**config.mk**
```make
export PLATFORM = sky130hd
export DESIGN_NAME = ews_fifo
export DESIGN_NICKNAME = d
export VERILOG_FILES = /design/src/hdl/ews_pkg.sv /design/src/hdl/ews_fifo.sv
export SDC_FILE = /design/constraint.sdc
export NUM_CORES = 1
export LEC_CHECK = 0
export BUFFER_PORTS_ARGS = -buffer_cell sky130_fd_sc_hd__buf_2
export CAP_MARGIN = 20
export CORE_AREA = 2 2 338 340
export DETAILED_ROUTE_END_ITERATION = 10
export DIE_AREA = 0 0 340 342
export GPL_TIMING_DRIVEN = 0
export RECOVER_POWER = 100
export SYNTH_ARGS = -nofsm -noshare
export SYNTH_HDL_FRONTEND = slang
export SYNTH_SLANG_ARGS = --single-unit
```
**constraint.sdc**
```tcl
create_clock -name i_clk -period 46.5 [get_ports i_clk]
set_input_delay 4.65 -clock i_clk [delete_from_list [all_inputs] [get_ports i_clk]]
set_output_delay 4.65 -clock i_clk [all_outputs]
set_load 0.01 [all_outputs]
```
**src/hdl/ews_pkg.sv**
```systemverilog
// Shared types, constants and Q16.16 arithmetic helpers for the elastic stencil engine.
`default_nettype none
package ews_pkg;

    localparam int ROW_LEN_W = 13;
    localparam int COEF_W    = 31;
    localparam int DAMP_W    = 17;
    localparam int CFG_IDX_W = 2;
    localparam int FIFO_DEPTH = 2;

    localparam logic [CFG_IDX_W-1:0] CFG_MODE    = 2'd0;
    localparam logic [CFG_IDX_W-1:0] CFG_ROW_LEN = 2'd1;
    localparam logic [CFG_IDX_W-1:0] CFG_TDX     = 2'd2;
    localparam logic [CFG_IDX_W-1:0] CFG_TDZ     = 2'd3;

    localparam logic MODE_STRESS   = 1'b0;
    localparam logic MODE_VELOCITY = 1'b1;

    localparam logic [ROW_LEN_W-1:0] ROW_LEN_RESET = 13'd512;

    typedef logic signed [31:0] t_q;

    // One non-halo cell with its gathered neighbors.
    typedef struct packed {
        logic               mode;
        t_q                 vx;
        t_q                 vz;
        t_q                 sxx;
        t_q                 szz;
        t_q                 sxz;
        logic [COEF_W-1:0]  lam;
        logic [COEF_W-1:0]  l2m;
        logic [COEF_W-1:0]  mu;
        logic [COEF_W-1:0]  ir;
        logic [DAMP_W-1:0]  damp;
        t_q                 nb1;   // left (velocity) or right (stress) neighbor
        t_q                 nb2;
        t_q                 ln1;   // row above (velocity) or row below (stress)
        t_q                 ln2;
    } t_job;

    function automatic t_q sat33(input logic signed [32:0] v);
        if (v > 33'sd2147483647) begin
            return 32'sh7FFFFFFF;
        end else if (v < -33'sd2147483648) begin
            return 32'sh80000000;
        end
        return v[31:0];
    endfunction

    function automatic t_q qadd(input t_q a, input t_q b);
        return sat33(33'(a) + 33'(b));
    endfunction

    function automatic t_q qsub(input t_q a, input t_q b);
        return sat33(33'(a) - 33'(b));
    endfunction

    // Product with fraction dropped toward minus infinity, saturated.
    function automatic t_q qmul(input logic signed [32:0] a, input logic signed [32:0] b);
        logic signed [65:0] p;
        logic signed [49:0] s;
        p = a * b;
        s = 50'(p >>> 16);
        if (s > 50'sd2147483647) begin
            return 32'sh7FFFFFFF;
        end else if (s < -50'sd2147483648) begin
            return 32'sh80000000;
        end
        return s[31:0];
    endfunction

endpackage
`default_nettype wire

```
**src/hdl/ews_fifo.sv**
```systemverilog
// Short job queue between the front end and the arithmetic back end.
`default_nettype none
module ews_fifo
    import ews_pkg::*;
(
    input  wire logic i_clk,
    input  wire logic i_rst_n,
    input  wire logic i_push,
    input  t_job      i_job,
    input  wire logic i_pop,
    output      logic o_full,
    output      logic o_empty,
    output      t_job o_job
);
    localparam int PW = $clog2(FIFO_DEPTH);

    t_job                  r_mem [FIFO_DEPTH];
    logic [PW-1:0]         r_wp, r_rp;
    logic [$clog2(FIFO_DEPTH+1)-1:0] r_cnt;

    assign o_full  = (r_cnt == ($bits(r_cnt))'(FIFO_DEPTH));
    assign o_empty = (r_cnt == '0);
    assign o_job   = r_mem[r_rp];

    always_ff @(posedge i_clk) begin
        if (i_push) begin
            r_mem[r_wp] <= i_job;
        end
    end

    always_ff @(posedge i_clk) begin
        if (!i_rst_n) begin
            r_wp  <= '0;
            r_rp  <= '0;
            r_cnt <= '0;
        end else begin
            if (i_push) begin
                r_wp <= r_wp + PW'(1);
            end
            if (i_pop) begin
                r_rp <= r_rp + PW'(1);
            end
            if (i_push && !i_pop) begin
                r_cnt <= r_cnt + ($bits(r_cnt))'(1);
            end else if (i_pop && !i_push) begin
                r_cnt <= r_cnt - ($bits(r_cnt))'(1);
            end
        end
    end
endmodule
`default_nettype wire

```
==> flow_metrics.env <==
export IMPL_die_w_um=340
export IMPL_violations="capacitance limit, slew limit"
export IMPL_yosys_warnings=0
export IMPL_root_buffer="clkbuf_16"
export IMPL_synth_area_mm2=0.0333
export IMPL_cts_inserted_buffers=91
export IMPL_path_clk_slew_ns=0.06
export IMPL_yosysTopAreaCell="edfxtp_1"
export IMPL_finalHoldWorstSlack_ns=0.516
export IMPL_cap_violations=15
export IMPL_grt_max_degree=67
export IMPL_ys_seq_area_share_pct=77.9
export IMPL_slew_viol_final=660
export IMPL_crit_type="primary input to flop"
export IMPL_dieArea_mm2=0.116
export IMPL_cts_resized=0
export IMPL_initial_core_util_pct=29.4
export IMPL_rows=124
export IMPL_worstMarginPinSlew_ns=3.77
export IMPL_cts_sinks=865
export IMPL_cp_arrival_ns=14.02
export IMPL_required_ns=46.72
export IMPL_slew_headroom_pct=-151
export IMPL_power_density_mw_per_mm2=44.5
export IMPL_port_buffers=865
export IMPL_crit_path_start_kind="primary input"
export IMPL_fin_worst_skew_ns=0.0367
export IMPL_setup_tns_ns=0
export IMPL_grt_pass1_wl_mm=118
export IMPL_finalPower_mw=1.79
export IMPL_final_net_count=2777
export IMPL_drtIter0Drc=769
export IMPL_place_congestion=0.845
export IMPL_cts_max_path_buffers=3
export IMPL_crit_path_max_fanout=61
export IMPL_yosysTopAreaCellShare_pct=77.6
export IMPL_min_from="r_cnt[1]"
export IMPL_hold_buffers=0
export IMPL_crit_chain="clkbuf_1 > and2_0 > clkbuf_1 > clkbuf_1 > clkbuf_1"
export IMPL_worst_path_largest_cell_delay_ns=2.78
export IMPL_track_usage_pct=13.8
export IMPL_netlist_instances=1360
export IMPL_htreeDepth=3
export IMPL_met1_length_mm=30.7
export IMPL_wl_per_cell_um=21.5
export IMPL_fmax_mhz=72.5
export IMPL_drive_gt1_share_pct=32.2
export IMPL_first_global_vias=17800
export IMPL_drt_total_wl_mm=84.9
export IMPL_via_count=16500
export IMPL_antenna_found_initial=19
export IMPL_cts_setup_buffers=0
export IMPL_synth_distinct_cells=18
export IMPL_dpl_cell_area_mm2=0.0401
export IMPL_design_area_mm2=0.0401
export IMPL_highest_layer="met5"
export IMPL_hp_class="flop to flop"
export IMPL_coreArea_mm2=0.113
export IMPL_dr_wl_met3_mm=6.39
export IMPL_finalCritPeriodShare_pct=29.7
export IMPL_final_hold_viol_count=0
export IMPL_gr_total_overflow=0
export IMPL_wl_met2_mm=44.9
export IMPL_ant_nets=0
export IMPL_vias_per_cell=4.20
export IMPL_ioPinCount=866
export IMPL_synth_fp_nets=1795
export IMPL_die_y_um=342
export IMPL_cts_tree="built"
export IMPL_post_route_min_period_ns=13.80
export IMPL_status="finished with violations"
export IMPL_area_growth_pct=20.5
export IMPL_rsz0062_at_grt="false"
export IMPL_rr_startpoint="r_wp"
export IMPL_ir_drop_v=0.0000319
export IMPL_synth_seq_cells=865
export IMPL_place_hpwl_mm=63.8
export IMPL_syn_avg_cell_area_um2=24.5
export IMPL_setup_viol=0
export IMPL_clk_latency_ns=0.66
export IMPL_worst_path_max_delay_cell="clkbuf_1"
export IMPL_crit_start="i_push"
export IMPL_cpMostUsedCell="clkbuf_1"
export IMPL_leakage_nw=14.1
export IMPL_fillerInstances=11000
export IMPL_ys_top_cells_by_area="edfxtp_1 (78%), mux2_4 (18%), buf_12 (2.6%), mux2_2 (1.0%), dfxtp_1 (0.30%)"
export IMPL_endpoint_kind="flop"
export IMPL_first_pass_iters=5
export IMPL_drc_errors=0
[state kept, by name (all words and copies together) (netlist names), named ones only]
register  count
r_rp          1
r_wp          1
r_mem       860
r_cnt         2
[per-layer routing]
layer | up-vias | GRT usage [%]
met1 | 8356 | 14.6
met3 | 150 | 4.66
met5 | - | 0
li1 | 7443 | -
met4 | 4 | 6.22
met2 | 596 | 24.8
[kinds of logic (layout without fill, tap and decap cells)]
family	count (synthesis)	after routing	share of synthesized area, %
muxes	430	430	19.1
DFF	865	865	77.9
and+or+nand+nor	9	9	0.162
buffers and inverters	49	1105	2.74
xor gates and xnor gates	3	3	0.0789
adders and majority gates	1	1	0.0376
AOI/OAI and AO/OA	3	3	0.0601
other	0	15	0
[worst paths after layout]
path / end / slack [ns] / depth (start not counted)
worst max-delay path: r_mem[1][142] / 32.70 / 5
worst min-delay path: r_cnt[1] / 0.52 / 2
worst max register to register: r_mem[1][142] / 36.50 / 4
worst min register to register: r_cnt[1] / 0.52 / 2
[cell usage after synthesis]
cell      instances
mux2_2           30
xor2_1            2
or3_1             1
a21boi_0          1
buf_12           44
xnor2_1           1
edfxtp_1        860
buf_6             1
dfxtp_1           5
and2_1            4
nor2b_1           3
o21ai_0           1
mux2_4          400
buf_2             3
ha_1              1
o21a_1            1
inv_1             1
nor2_1            1
[layout make-up]
cell class              count  area (um2)  share of cell area (%)
repair buffers            889        4070                    10.1
multi-input cells         446        5140                    12.8
plain buffers              48         180                   0.449
well taps                1512        1890                    4.72
diodes                     15        37.5                  0.0936
clock inverters            57         497                    1.24
flip-flops and latches    865       25900                    64.6
clock buffers             110        2370                    5.91
inverters                   1        3.75                 0.00936
[cell usage in the layout, fill, tap and decap left out]
| cell type | count |
|---|---|
| edfxtp_1 | 860 |
| buf_2 | 587 |
| clkbuf_1 | 366 |
| mux2_1 | 356 |
| clkbuf_16 | 92 |
| mux2_4 | 49 |
| clkinv_1 | 31 |
| mux2_2 | 25 |
| diode_2 | 15 |
| clkinv_2 | 11 |
| bufinv_16 | 6 |
| dfxtp_1 | 5 |
| and2_0 | 4 |
| nor2b_1 | 3 |
| xor2_1 | 2 |
| clkinv_16 | 2 |
| clkinvlp_4 | 2 |
| clkinv_8 | 2 |
| inv_6 | 2 |
| buf_1 | 2 |
| nor2_1 | 1 |
| inv_1 | 1 |
| xnor2_1 | 1 |
| o21a_1 | 1 |
| o21ai_0 | 1 |
| or3_1 | 1 |
| a21boi_0 | 1 |
| ha_1 | 1 |
| inv_16 | 1 |
[per-stage QoR]
stage                     util, %  setup WS, ns  std cells
after floorplan                 -         21.93       1360
after global placement       34.9         11.30       3737
after detailed placement     35.4         39.61       3761
after CTS                    38.0         39.53       3928
after global routing         35.5         31.76       3940
final                        35.5         32.70       3943
[report_power, final]
part	switching, mW	internal, mW
clock	0.297	0.398
sequential	0.00825	0.905
combinational	0.110	0.0691
total	0.415	1.37
[worst max-delay path, delay by kind of cell]
family	cells	cell delay (ns)
and+or+nand+nor	1	2.32
buffers and inverters	4	6.94
(Power assumes the default switching activity.)
